File: config.mk
export PLATFORM = sky130hd
export DESIGN_NAME = json_string_unescape_utf8_unit
export DESIGN_NICKNAME = d
export VERILOG_FILES = /design/src/rtl/jsu_pkg.sv /design/src/rtl/jsu_outq.sv /design/src/rtl/json_string_unescape_utf8_unit.sv
export SDC_FILE = /design/constraint.sdc
export NUM_CORES = 1
export LEC_CHECK = 0
export BUFFER_PORTS_ARGS = -buffer_cell sky130_fd_sc_hd__buf_2
export CAP_MARGIN = 20
export CORE_MARGIN = 5
export CORE_UTILIZATION = 55
export DETAILED_ROUTE_END_ITERATION = 10
export HOLD_SLACK_MARGIN = 0.15
export PLACE_DENSITY = 0.72
export RECOVER_POWER = 100
export SYNTH_ARGS = -nofsm -noshare
export SYNTH_HDL_FRONTEND = slang
export SYNTH_HIERARCHICAL = 1
export SYNTH_SLANG_ARGS = --single-unit
File: constraint.sdc
create_clock -name aclk -period 2.91 [get_ports aclk]
set_input_delay 0.1455 -clock aclk [delete_from_list [all_inputs] [get_ports aclk]]
set_output_delay 0.1455 -clock aclk [all_outputs]
set_load 0.01 [all_outputs]
File: src/rtl/jsu_pkg.sv
// jsu_pkg: shared types and codes of the json string unescape unit
// depends on nothing; used by all rtl and checker files
`default_nettype none

package jsu_pkg;

    localparam int unsigned MaxResults = 3;

    localparam logic [1:0] ST_BYTE = 2'd0;
    localparam logic [1:0] ST_DONE = 2'd1;
    localparam logic [1:0] ST_ERR  = 2'd2;

    localparam logic [7:0] CH_QUOTE  = 8'h22;
    localparam logic [7:0] CH_BSLASH = 8'h5C;
    localparam logic [7:0] CH_SLASH  = 8'h2F;
    localparam logic [7:0] CH_LOW_B  = 8'h62;
    localparam logic [7:0] CH_LOW_F  = 8'h66;
    localparam logic [7:0] CH_LOW_N  = 8'h6E;
    localparam logic [7:0] CH_LOW_R  = 8'h72;
    localparam logic [7:0] CH_LOW_T  = 8'h74;
    localparam logic [7:0] CH_LOW_U  = 8'h75;
    localparam logic [7:0] CH_BS     = 8'h08;
    localparam logic [7:0] CH_FF     = 8'h0C;
    localparam logic [7:0] CH_LF     = 8'h0A;
    localparam logic [7:0] CH_CR     = 8'h0D;
    localparam logic [7:0] CH_TAB    = 8'h09;
    localparam logic [7:0] CTRL_LIMIT = 8'h20;

    typedef struct packed {
        logic [7:0] out_byte;
        logic [1:0] status;
        logic       last_of_run;
    } result_t;

    typedef struct packed {
        logic       load;
        logic [1:0] count;
    } load_t;

endpackage

`default_nettype wire

File: src/rtl/jsu_outq.sv
// jsu_outq: result queue of up to three words, shifted toward the output slot
// depends on jsu_pkg
`default_nettype none

module jsu_outq (
    input  wire logic                aclk,
    input  wire logic                aresetn,
    input  wire jsu_pkg::load_t      load,
    input  wire jsu_pkg::result_t    res_in [jsu_pkg::MaxResults],
    output logic                     room,
    output logic                     m_valid,
    input  wire logic                m_ready,
    output jsu_pkg::result_t         head
);
    import jsu_pkg::*;

    result_t    slot_reg [MaxResults];
    logic [1:0] count_reg;
    logic       pop;

    assign m_valid = (count_reg != 2'd0);
    assign pop     = m_valid && m_ready;
    assign head    = slot_reg[0];
    // empty now or empty after this cycle's pop
    assign room    = (count_reg == 2'd0) || ((count_reg == 2'd1) && m_ready);

    always_ff @(posedge aclk) begin
        if (!aresetn) begin
            count_reg <= 2'd0;
        end else if (load.load) begin
            count_reg <= load.count;
        end else if (pop) begin
            count_reg <= count_reg - 2'd1;
        end
    end

    always_ff @(posedge aclk) begin
        if (load.load) begin
            slot_reg <= res_in;
        end else if (pop) begin
            slot_reg[0] <= slot_reg[1];
            slot_reg[1] <= slot_reg[2];
        end
    end

endmodule

`default_nettype wire

File: src/rtl/json_string_unescape_utf8_unit.sv
// json_string_unescape_utf8_unit: top level, string decoder state and utf-8 encoding
// depends on jsu_pkg and jsu_outq
//
// usage
// input channel s_valid/s_ready/s_in_byte carries one byte of json text per word,
// starting at the opening quote of a string literal. result channel
// m_valid/m_ready carries m_out_byte, m_status (byte, complete, error) and
// m_last_of_run, which marks the final result word caused by one input byte.
// an input byte is decoded in the cycle it is taken and its results appear
// in the next cycle, from a queue of up to three words. a plain byte or a
// short escape flows at one word per cycle while the receiver is ready. the
// fourth hex digit of a \u escape may yield three words; the queue then
// drains one word per cycle and input waits until the last of them is being
// taken. input is taken whenever the queue is empty or its only word leaves
// in the same cycle; a stalled receiver holds the head word and stops input.
// reset empties the queue and returns the decoder to idle, waiting for an
// opening quote.
`default_nettype none

module json_string_unescape_utf8_unit (
    input  wire logic       aclk,
    input  wire logic       aresetn,
    input  wire logic       s_valid,
    output logic            s_ready,
    input  wire logic [7:0] s_in_byte,
    output logic            m_valid,
    input  wire logic       m_ready,
    output logic [7:0]      m_out_byte,
    output logic [1:0]      m_status,
    output logic            m_last_of_run
);
    import jsu_pkg::*;

    typedef enum logic [1:0] {
        MODE_IDLE,
        MODE_STR,
        MODE_ESC,
        MODE_HEX
    } mode_t;

    mode_t       mode_reg, mode_next;
    logic [1:0]  digits_reg, digits_next;
    logic [11:0] accum_reg, accum_next;

    result_t     res [MaxResults];
    result_t     head;
    load_t       load;
    logic [1:0]  n_res;
    logic        room;
    logic        hex_ok;
    logic [3:0]  nib;
    logic [15:0] cp;
    logic [7:0]  esc_byte;
    logic        esc_ok;

    always_comb begin
        hex_ok = 1'b1;
        nib    = s_in_byte[3:0];
        if (s_in_byte inside {[8'h30:8'h39]}) begin
            nib = s_in_byte[3:0];
        end else if (s_in_byte inside {[8'h41:8'h46], [8'h61:8'h66]}) begin
            nib = s_in_byte[3:0] + 4'd9;
        end else begin
            hex_ok = 1'b0;
        end
    end

    assign cp = {accum_reg, nib};

    always_comb begin
        esc_ok   = 1'b1;
        esc_byte = s_in_byte;
        case (s_in_byte)
            CH_QUOTE:  esc_byte = CH_QUOTE;
            CH_BSLASH: esc_byte = CH_BSLASH;
            CH_SLASH:  esc_byte = CH_SLASH;
            CH_LOW_B:  esc_byte = CH_BS;
            CH_LOW_F:  esc_byte = CH_FF;
            CH_LOW_N:  esc_byte = CH_LF;
            CH_LOW_R:  esc_byte = CH_CR;
            CH_LOW_T:  esc_byte = CH_TAB;
            default:   esc_ok   = 1'b0;
        endcase
    end

    always_comb begin
        mode_next   = mode_reg;
        digits_next = digits_reg;
        accum_next  = accum_reg;
        n_res       = 2'd0;
        for (int i = 0; i < MaxResults; i++) begin
            res[i] = '0;
        end
        case (mode_reg)
            MODE_IDLE: begin
                if (s_in_byte == CH_QUOTE) begin
                    mode_next = MODE_STR;
                end else begin
                    res[0] = '{8'h00, ST_ERR, 1'b1};
                    n_res  = 2'd1;
                end
            end
            MODE_STR: begin
                if (s_in_byte == CH_QUOTE) begin
                    mode_next = MODE_IDLE;
                    res[0]    = '{8'h00, ST_DONE, 1'b1};
                    n_res     = 2'd1;
                end else if (s_in_byte == CH_BSLASH) begin
                    mode_next = MODE_ESC;
                end else if (s_in_byte < CTRL_LIMIT) begin
                    mode_next = MODE_IDLE;
                    res[0]    = '{8'h00, ST_ERR, 1'b1};
                    n_res     = 2'd1;
                end else begin
                    res[0] = '{s_in_byte, ST_BYTE, 1'b1};
                    n_res  = 2'd1;
                end
            end
            MODE_ESC: begin
                if (s_in_byte == CH_LOW_U) begin
                    mode_next   = MODE_HEX;
                    digits_next = 2'd0;
                    accum_next  = 12'd0;
                end else if (esc_ok) begin
                    mode_next = MODE_STR;
                    res[0]    = '{esc_byte, ST_BYTE, 1'b1};
                    n_res     = 2'd1;
                end else begin
                    mode_next = MODE_IDLE;
                    res[0]    = '{8'h00, ST_ERR, 1'b1};
                    n_res     = 2'd1;
                end
            end
            default: begin
                digits_next = 2'd0;
                accum_next  = 12'd0;
                if (!hex_ok || ((digits_reg == 2'd3) && (cp[15:11] == 5'b11011))) begin
                    // bad digit or surrogate code
                    mode_next = MODE_IDLE;
                    res[0]    = '{8'h00, ST_ERR, 1'b1};
                    n_res     = 2'd1;
                end else if (digits_reg != 2'd3) begin
                    digits_next = digits_reg + 2'd1;
                    accum_next  = {accum_reg[7:0], nib};
                end else begin
                    mode_next = MODE_STR;
                    if (cp[15:7] == 9'd0) begin
                        res[0] = '{cp[7:0], ST_BYTE, 1'b1};
                        n_res  = 2'd1;
                    end else if (cp[15:11] == 5'd0) begin
                        res[0] = '{{3'b110, cp[10:6]}, ST_BYTE, 1'b0};
                        res[1] = '{{2'b10, cp[5:0]}, ST_BYTE, 1'b1};
                        n_res  = 2'd2;
                    end else begin
                        res[0] = '{{4'b1110, cp[15:12]}, ST_BYTE, 1'b0};
                        res[1] = '{{2'b10, cp[11:6]}, ST_BYTE, 1'b0};
                        res[2] = '{{2'b10, cp[5:0]}, ST_BYTE, 1'b1};
                        n_res  = 2'd3;
                    end
                end
            end
        endcase
    end

    assign s_ready = room;
    assign load    = '{s_valid && room, n_res};

    always_ff @(posedge aclk) begin
        if (!aresetn) begin
            mode_reg   <= MODE_IDLE;
            digits_reg <= 2'd0;
            accum_reg  <= 12'd0;
        end else if (load.load) begin
            mode_reg   <= mode_next;
            digits_reg <= digits_next;
            accum_reg  <= accum_next;
        end
    end

    jsu_outq u_outq (
        .aclk    (aclk),
        .aresetn (aresetn),
        .load    (load),
        .res_in  (res),
        .room    (room),
        .m_valid (m_valid),
        .m_ready (m_ready),
        .head    (head)
    );

    assign m_out_byte    = head.out_byte;
    assign m_status      = head.status;
    assign m_last_of_run = head.last_of_run;

endmodule

`default_nettype wire

# == After elaboration in Yosys (flattened, before gate mapping) ==
# Index checks and enable logic that the tools add are counted.
# totals
ff_bits,51
inputBits,12
out_inout_bits,13
word_cells,119
# classes
add_sub_neg,3
order_cmp,7
n_eq_ne,19
mux,51
bitwise_logic,1
n_reduce_logical,24
# ops
operator,count
$mux W22,5
$mux W11,8
$pmux W8 S8,1
$eq A8 B7 Y1 const B,7
$mux W12,3
$mux W33,1
$pmux W11 S3,1
$mux W2,15
$pmux W12 S2,1
$mux W20,1
$eq A8 B6 Y1 const B,2
$ge A8 B7 Y1 const B,2
$le A8 B7 Y1 const B,2
$pmux W2 S3,2
$logic_not A9 Y1,1
$mux W1,9
$ge A8 B6 Y1 const B,1
$le A8 B6 Y1 const B,1
$lt A8 B6 Y1 const B,1
$mux W4,2
$reduce_or A8 Y1,1
$logic_and A1 B1 Y1,7
$reduce_or A7 Y1,1
$ne A2 B2 Y1 const B,3
21 further kinds,27

# == Depth between registers and ports, before layout ==
# Gate-level depths: netlist of run 1.
# logic_depth
word_depth,11
depth_mapped,10
depth_no_buf,9

# == Hierarchy ==
# Netlist of run 1, hierarchy kept.
# by_module_without_submodules
mod,n_inst,cells_each,area_each_um2,seq_area_each_um2
json_string_unescape_utf8_unit,1,239,1740.4,320.3
jsu_outq,1,88,1586.5,1031.0

# == Worst setup path after synthesis of run 1 ==
# No wires, ideal clock.
# synth_path
kind,input to register
start,in s_in_byte[0]
end,"reg u_outq.slot_reg (netlist bit u_outq/head[4]), data pin"
setup_time_ns,0.260
arrival_ns,2.093
required_ns,2.650
setup_slack_ns,0.557
cell_stages,8
n_path_buf,0
path_cell_list,inv_1 ha_1 or3b_1 and2_1 a22o_1 a221o_1 a221o_1 mux2_2
# synth_lines
item,line_no,source
"start, declared",json_string_unescape_utf8_unit.sv:25,"input wire logic [7:0] s_in_byte,"
"end signal, assigned",jsu_outq.sv:39,slot_reg <= res_in;
"end, declared",jsu_outq.sv:17,result_t slot_reg [MaxResults];

==> flow_metrics.env, run 1 <==
export IMPL_outcome="finished clean"
export IMPL_arrival_ps=2630
export IMPL_clk_latency_ps=300
export IMPL_setup_ws_ps=336.3
export IMPL_die_x_um=87.78
export IMPL_row_count=28
export IMPL_routabilityCongestion=0.9343
export IMPL_irDropWorstVdd_v=0.0003094
export IMPL_layout_cells_most_common="nor2_1"
export IMPL_min_period_ps=2574
export IMPL_die_h_um=87.78
export IMPL_dieArea_mm2=0.007704
export IMPL_post_cts_setup_buffer_count=0
export IMPL_synth_cell_types=64
export IMPL_yosysSeqAreaShare=0.4062
export IMPL_drt_wl_total_mm=7.245
export IMPL_track_usage=0.1953
export IMPL_drc=0
export IMPL_fin_worst_skew_ps=10.46
export IMPL_drtIter0Drc=206
export IMPL_clkSlewWorstSetupHoldPaths_ps=90
export IMPL_dpl_hpwl_mm=5.242
export IMPL_clock_fmax_ghz=0.3886
export IMPL_hold_path_class="in2reg"
export IMPL_ios=25
export IMPL_cts_made_buffers=5
export IMPL_antenna_found_initial=0
export IMPL_setup_tns_ps=0
export IMPL_synthFlopType="edfxtp_1"
export IMPL_core_area_mm2=0.005886
export IMPL_syn_to_final_growth_pct=2.632
export IMPL_report_final_hold_viol_count=0
export IMPL_htreeDepth=2
export IMPL_vias=2562
export IMPL_slew_headroom=0.5817
export IMPL_critical_path_required_ps=2970
export IMPL_p_per_area_mw_per_mm2=513.2
export IMPL_period_share=0.8844
export IMPL_grt_max_degree=25
export IMPL_synth_area_per_cell_um2=10.17
export IMPL_root_buffer="clkbuf_8"
export IMPL_clock_sinks=51
export IMPL_initial_core_util=0.5653
export IMPL_rsz0062_at_grt="no"
export IMPL_grt_first_pass_wirelength_mm=11.67
export IMPL_crit_fanout=16
export IMPL_p_leak_uw=0.001250
export IMPL_largest_reg_flops=22
export IMPL_gr_total_overflow=0
export IMPL_portBuffers=24
export IMPL_slew_violations=0
export IMPL_critPathKind="in2reg"
export IMPL_grt_pass1_vias=2320
export IMPL_cap_violations=0
export IMPL_synth_edf_count=33
export IMPL_final_cell_mix="nor2_1, edfxtp_1, inv_1"
export IMPL_avgRoutedWirePerCell_um=17.42
export IMPL_cp_start_kind="input pin"
export IMPL_ys_ff_latch=51
export IMPL_drt_pass1_iterations=6
export IMPL_tightestPinTransition_ps=627.5
export IMPL_setup_violations_final=0
export IMPL_clock_path_buffers=2
export IMPL_nets=363
export IMPL_tritoncts="built"
export IMPL_drive_gt1_frac=0.08504
export IMPL_setup_worst_path_end_class="flip-flop"
export IMPL_post_place_ws_ps=216.0
export IMPL_syn_inst=327
export IMPL_ys_warnings_count=6
export IMPL_vias_per_cell=6.159
export IMPL_final_fill_count=535
export IMPL_ys_async_sr_fraction=0
export IMPL_diodes=0
export IMPL_syn_area_mm2=0.003327
export IMPL_postRouteAntennaNets=0
-- Yosys cell counts (3+ instances only) --
cell,n,area share
nand2b_1,6,0.011
buf_4,11,0.025
ha_1,11,0.041
nand3_1,6,0.0090
a221o_1,6,0.018
and2_1,6,0.011
a31oi_1,5,0.0094
mux2_2,4,0.014
nand2_1,18,0.020
nor4_1,5,0.0094
inv_1,20,0.023
nand4_1,3,0.0056
a22oi_1,16,0.036
dfxtp_1,18,0.11
a21oi_1,17,0.026
xnor2_1,3,0.0079
nor3_1,8,0.012
o21ai_0,6,0.0090
buf_2,4,0.0060
nor2b_1,3,0.0056
mux2_4,18,0.081
clkbuf_1,9,0.010
o211ai_1,3,0.0068
and4_1,3,0.0079
nor2_1,35,0.039
edfxtp_1,33,0.30
-- worst max-delay path, stage by stage --
cell and delay, ps:
clkbuf_1 190, inv_1 200, ha_1 260, or3b_1 420, nand3_1 230, a211o_1 490, a21oi_1 100, a221o_1 300
mux2_1 290
-- report_power, final --
| group | leakage (uW) | internal, uW | switching, uW |
|---|---|---|---|
| clock | 0.0000654 | 344 | 230 |
| sequential | 0.000473 | 885 | 24.2 |
| combinational | 0.000712 | 100 | 170 |
| total | 0.00125 | 1330 | 424 |
-- layer usage --
| metal | GRT usage | share of wire |
|---|---|---|
| met1 | 0.2691 | 0.46 |
| met2 | 0.3144 | 0.47 |
| met3 | 0.02916 | 0.056 |
| met4 | 0.06695 | 0.015 |
| met5 | 0 | 0 |
-- repair_timing --
item,in CTS,in global routing
setup endpoints to repair,0,0
hold endpoints to repair,4,0
hold buffers,1,0
resized for setup,0,0
-- per-stage QoR --
step	cells	power [uW]	utilization	hold slack, ps	area [um^2]
floorplan	332	1213	-	263.0	3346
detailed placement	407	1252	0.5761	457.9	3391
CTS	416	1822	0.6003	215.9	3533
finish	416	1752	0.5801	234.2	3415
global placement	407	1241	0.5761	455.3	3391
global route	416	1830	0.5801	247.1	3415
-- worst paths after layout --
kind / startpoint / to / slack [ps] / depth (start not counted)
setup / recovery: s_in_byte[0] / u_outq/head[6] / 340 / 9
hold / removal: m_ready / u_outq/count_reg[1] / 230 / 4
setup reg to reg: digits_reg[0] / u_outq/head[6] / 360 / 7
hold reg to reg: digits_reg[0] / digits_reg[0] / 500 / 1
-- kinds of logic (layout without fill, tap and decap cells) --
| kind of cell | count (synthesis) | in the layout | synth area share |
|---|---|---|---|
| and+or+nand+nor | 112 | 112 | 0.1880 |
| AOI/OAI and AO/OA | 79 | 79 | 0.1783 |
| DFF | 51 | 51 | 0.4062 |
| buffers and inverters | 48 | 57 | 0.08236 |
| muxes | 22 | 22 | 0.09477 |
| adders and majority gates | 11 | 11 | 0.04137 |
| xor gates and xnor gates | 3 | 3 | 0.007899 |
| other | 1 | 6 | 0.001127 |
-- final cells by class --
cell class	instances	area [um^2]	share of cell area
sequential	51	1351	0.3958
inverter	20	75.07	0.02199
tap	75	93.84	0.02748
timing repair buffer	29	132.6	0.03884
clock buffer	6	72.57	0.02125
multi-input combinational	233	1629	0.4771
clock inverter	2	60.06	0.01759
Power figures use the tool's default switching activity.
==> run 2, diff against run 1 <==
==> constraint.sdc (replaced) <==
create_clock -name aclk -period 3.35 [get_ports aclk]
set_input_delay 0.1675 -clock aclk [delete_from_list [all_inputs] [get_ports aclk]]
set_output_delay 0.1675 -clock aclk [all_outputs]
set_load 0.01 [all_outputs]
==> flow_metrics.env, run 2 (same netlist as run 1, synthesis figures left out) <==
export IMPL_hold_slack_ps=167.4
export IMPL_min_from="aresetn"
export IMPL_fin_total_pwr_uw=1435
export IMPL_vias=2482
export IMPL_period_share=0.7827
export IMPL_post_dp_cell_area_mm2=0.003376
export IMPL_clock_sinks=51
export IMPL_vias_per_cell=6.010
export IMPL_drc=0
export IMPL_r2r_end="u_outq/slot_reg[15]"
export IMPL_nets=360
export IMPL_diodes=0
export IMPL_fin_worst_skew_ps=11.92
export IMPL_final_fill_count=550
export IMPL_hold_path_class="in2reg"
export IMPL_clock_path_buffers=2
export IMPL_slew_headroom=-0.01229
export IMPL_p_per_area_mw_per_mm2=423.7
export IMPL_setup_violations_final=0
export IMPL_slew_violations=23
export IMPL_arrival_ps=2660
export IMPL_rsz0062_at_grt="no"
export IMPL_initial_core_util=0.5653
export IMPL_avgRoutedWirePerCell_um=17.76
export IMPL_largest_reg_flops=22
export IMPL_die_h_um=87.78
export IMPL_syn_to_final_growth_pct=1.768
export IMPL_grt_max_degree=36
export IMPL_grt_pass1_vias=2400
export IMPL_design_area_mm2=0.003386
export IMPL_clkSlewWorstSetupHoldPaths_ps=80
export IMPL_htreeDepth=2
export IMPL_final_cell_mix="nor2_1, edfxtp_1, inv_1"
export IMPL_clock_fmax_ghz=0.3814
export IMPL_layout_cells_most_common="nor2_1"
export IMPL_cp_start_kind="input pin"
export IMPL_crit_fanout=16
export IMPL_setup_tns_ps=0
export IMPL_dpl_hpwl_mm=5.436
export IMPL_p_leak_uw=0.001223
export IMPL_row_count=28
export IMPL_min_period_ps=2622
export IMPL_r2r_start="u_outq/count_reg[0]"
export IMPL_whs_path_depth=2
export IMPL_gr_total_overflow=0
export IMPL_track_usage=0.1976
export IMPL_rrSetupSlack_ps=840
export IMPL_min_to="mode_reg[1]"
export IMPL_postRouteAntennaNets=0
export IMPL_critical_path_required_ps=3390
export IMPL_report_final_hold_viol_count=0
export IMPL_cts_resized=0
export IMPL_setup_worst_path_end_class="flip-flop"
export IMPL_routabilityCongestion=0.9536
export IMPL_violations="max-capacitance violations, max-slew violations"
export IMPL_core_area_mm2=0.005886
export IMPL_tritoncts="built"
export IMPL_antenna_found_initial=0
export IMPL_irDropWorstVdd_v=0.0002919
export IMPL_rr_worst_depth=7
export IMPL_root_buffer="clkbuf_8"
export IMPL_dieArea_mm2=0.007704
export IMPL_ios=25
export IMPL_drive_gt1_frac=0.07988
export IMPL_critPathKind="in2reg"
export IMPL_clk_latency_ps=290
export IMPL_outcome="finished, violations left"
export IMPL_grt_first_pass_wirelength_mm=11.85
export IMPL_cap_violations=1
export IMPL_tightestPinTransition_ps=1518
export IMPL_die_x_um=87.78
export IMPL_drtIter0Drc=310
export IMPL_cts_made_buffers=5
export IMPL_post_cts_setup_buffer_count=0
export IMPL_drt_pass1_iterations=5
export IMPL_cts_hold_buf=0
export IMPL_drt_wl_total_mm=7.333
export IMPL_portBuffers=24
==> run 2: cell types whose count changed in the layout (fill, tap and decap cells not counted), sizes merged <==
cell,previous run,this run
buf,11,10
bufinv,2,1
dlygate4sd3,1,0
==> run 2: through the flow <==
| step | worst slack, ps | utilization | cells |
|---|---|---|---|
| final | 728.0 | 0.5753 | 413 |
| after global placement | 721.3 | 0.5736 | 405 |
| after global routing | 575.0 | 0.5753 | 413 |
| after CTS | 874.1 | 0.5916 | 413 |
| after detailed placement | 628.0 | 0.5736 | 405 |
| after floorplan | 975.2 | - | 332 |
==> run 2: metal layers <==
layer	GRT usage	up-vias	wire, um
li1	-	1218	-
met1	0.2660	1169	3190
met2	0.3322	87	3596
met3	0.03010	8	461
met4	0.05300	0	85
met5	0	-	0
==> run 2: worst max path at each step <==
stage,start,end,slack (ps)
finish,s_in_byte[0],u_outq/head[6],730
global route,s_in_byte[0],u_outq/head[6],570
CTS,digits_reg[0],u_outq/head[7],870
detailed placement,s_in_byte[0],u_outq/head[7],630
global placement,s_in_byte[0],u_outq/head[4],720
floorplan,s_in_byte[0],u_outq/head[4],980
==> run 2: layout make-up <==
| type | instances | area (um^2) | share of cell area |
|---|---|---|---|
| multi-input cells | 233 | 1648 | 0.4867 |
| flip-flops and latches | 51 | 1351 | 0.3991 |
| repair buffers | 26 | 111.4 | 0.03289 |
| well taps | 75 | 93.84 | 0.02772 |
| clock buffers | 7 | 76.32 | 0.02254 |
| inverters | 20 | 75.07 | 0.02217 |
| clock inverters | 1 | 30.03 | 0.008869 |
==> run 2: power by group <==
group / switching [uW] / total [uW] / internal (uW)
Sequential: 21.0 / 791 / 770
Clock: 185 / 409 / 224
Combinational: 151 / 234 / 83.5
==> run 2: critical path, cell delays in order <==
cell,delay [ps]
clkbuf_1,190
inv_1,190
ha_1,270
or3b_1,420
nand3_1,260
a211o_1,480
a21oi_1,90
a221o_1,300
mux2_1,300
==> run 3, diff against run 2 <==
==> constraint.sdc (replaced) <==
create_clock -name aclk -period 2.74 [get_ports aclk]
set_input_delay 0.137 -clock aclk [delete_from_list [all_inputs] [get_ports aclk]]
set_output_delay 0.137 -clock aclk [all_outputs]
set_load 0.01 [all_outputs]
==> flow_metrics.env, run 3 (same netlist as run 1, synthesis figures left out) <==
export IMPL_p_seq_frac=0.548
export IMPL_cpPeakStageDelay_ps=440
export IMPL_clockPowerShare=0.289
export IMPL_tightestPinTransition_ps=951.3
export IMPL_syn_to_final_growth_pct=3.460
export IMPL_design_area_mm2=0.003442
export IMPL_vias_per_cell=6.021
export IMPL_drive_gt1_frac=0.09884
export IMPL_grt_pass1_vias=2407
export IMPL_clock_path_buffers=2
export IMPL_routed_wl_met2_mm=3.485
export IMPL_portBuffers=24
export IMPL_internal_power_uw=1320
export IMPL_top_layer="met4"
export IMPL_crit_chain="clkbuf_1 -> inv_1 -> ha_1 -> or3b_1 -> and2_0 -> a22o_1 -> a221o_1 -> a221o_1 -> mux2_2"
export IMPL_grt_max_degree=36
export IMPL_clock_sinks=51
export IMPL_clk_latency_ps=300
export IMPL_setup_worst_path_end_class="flip-flop"
export IMPL_core_area_mm2=0.005886
export IMPL_drtIter0Drc=230
export IMPL_comb_power_share=0.163
export IMPL_cts_resized=0
export IMPL_die_h_um=87.78
export IMPL_wl_met1_mm=3.325
export IMPL_dp_cells=410
export IMPL_avgRoutedWirePerCell_um=17.54
export IMPL_vias=2523
export IMPL_critPathKind="in2reg"
export IMPL_drc=0
export IMPL_hold_path_class="in2reg"
export IMPL_fin_util=0.5848
export IMPL_root_buffer="clkbuf_8"
export IMPL_nets=366
export IMPL_initial_core_util=0.5653
export IMPL_clock_fmax_ghz=0.4029
export IMPL_arrival_ps=2540
export IMPL_post_cts_setup_buffer_count=0
export IMPL_cp_start_kind="input pin"
export IMPL_irDropWorstVdd_v=0.0003246
export IMPL_slew_headroom=0.3658
export IMPL_crit_fanout=8
export IMPL_postRouteAntennaNets=0
export IMPL_routabilityCongestion=0.9282
export IMPL_post_dp_cell_area_mm2=0.003413
export IMPL_cap_violations=0
export IMPL_die_x_um=87.78
export IMPL_slew_violations=0
export IMPL_report_final_hold_viol_count=0
export IMPL_htreeDepth=2
export IMPL_gr_total_overflow=0
export IMPL_setup_violations_final=0
export IMPL_layout_cells_most_common="nor2_1"
export IMPL_p_leak_uw=0.001256
export IMPL_drt_pass1_iterations=5
export IMPL_hold_slack_ps=227.5
export IMPL_min_period_ps=2482
export IMPL_final_cell_mix="nor2_1, edfxtp_1, inv_1"
export IMPL_wl_met3_um=464
export IMPL_grt_first_pass_wirelength_mm=11.79
export IMPL_critical_path_top_cell_by_count="a221o_1"
export IMPL_track_usage=0.1999
export IMPL_final_cells=419
export IMPL_rrSetupSlack_ps=420
export IMPL_ios=25
export IMPL_p_per_area_mw_per_mm2=513.0
export IMPL_fin_worst_skew_ps=10.75
export IMPL_period_share=0.9059
export IMPL_setup_tns_ps=0
export IMPL_netSwitchingPower_uw=445.7
export IMPL_largest_reg_flops=22
export IMPL_cts_made_buffers=5
export IMPL_antenna_found_initial=0
export IMPL_dieArea_mm2=0.007704
export IMPL_row_count=28
export IMPL_tritoncts="built"
export IMPL_dpl_hpwl_mm=5.412
export IMPL_critical_path_required_ps=2800
export IMPL_drt_wl_total_mm=7.349
export IMPL_slowest_stage="or3b_1"
export IMPL_rsz0062_at_grt="no"
export IMPL_diodes=0
export IMPL_netSwitchingFraction=0.2525
export IMPL_clkSlewWorstSetupHoldPaths_ps=90
export IMPL_outcome="finished clean"
-- run 3: cell count changes in the layout (fill, tap and decap cells not counted), sizes merged --
cell and change:
buf +5, dlygate4sd3 +1
-- run 3: area by class of cell --
type	count	area (um^2)
fill	555	2444
multi-input combinational	233	1657
sequential	51	1351
timing repair buffer	32	158.9
tap	75	93.84
clock buffer	7	76.32
inverter	20	75.07
clock inverter	1	30.03
-- run 3: what timing repair did --
| action | CTS | global route |
|---|---|---|
| hold buffers | 1 | 0 |
| hold endpoints to repair | 3 | 0 |
| setup endpoints to repair | 0 | 0 |
-- run 3: metrics by stage --
step	total power, uW	setup WS [ps]
6_report	1766	257.8
5_1_grt	1842	152.0
4_1_cts	1834	384.0
3_5_place_dp	1327	57.95
3_3_place_gp	1315	152.6
2_1_floorplan	1289	395.7
-- run 3: worst paths after layout --
check             cells after the start                   to     startpoint
hold / removal                        4  u_outq/count_reg[1]        m_ready
setup / recovery                      9       u_outq/head[4]   s_in_byte[0]
setup reg to reg                      6       u_outq/head[3]   accum_reg[5]
hold reg to reg                       2        digits_reg[1]  digits_reg[1]
-- run 3: worst max-delay path, delay by kind of cell --
kind	cells	cell delay, ps
multiplexers	1	260
buffers and inverters	2	380
AO/OA/AOI/OAI	3	850
adder cells (fa/ha/maj)	1	260
AND/OR/NAND/NOR	2	650
-- run 3: power groups by stage --
stage	combinational, uW	sequential [uW]	clock, uW
global route	316	975	550
detailed placement	342	985	0
global placement	334	981	0
CTS	344	968	522
finish	289	967	510
floorplan	314	974	0
-- run 3: routing by layer --
layer  track usage  up-vias
met5             0        -
met4       0.05300        0
met3       0.04610        9
met2        0.3336       90
met1        0.2617     1192
li1              -     1232
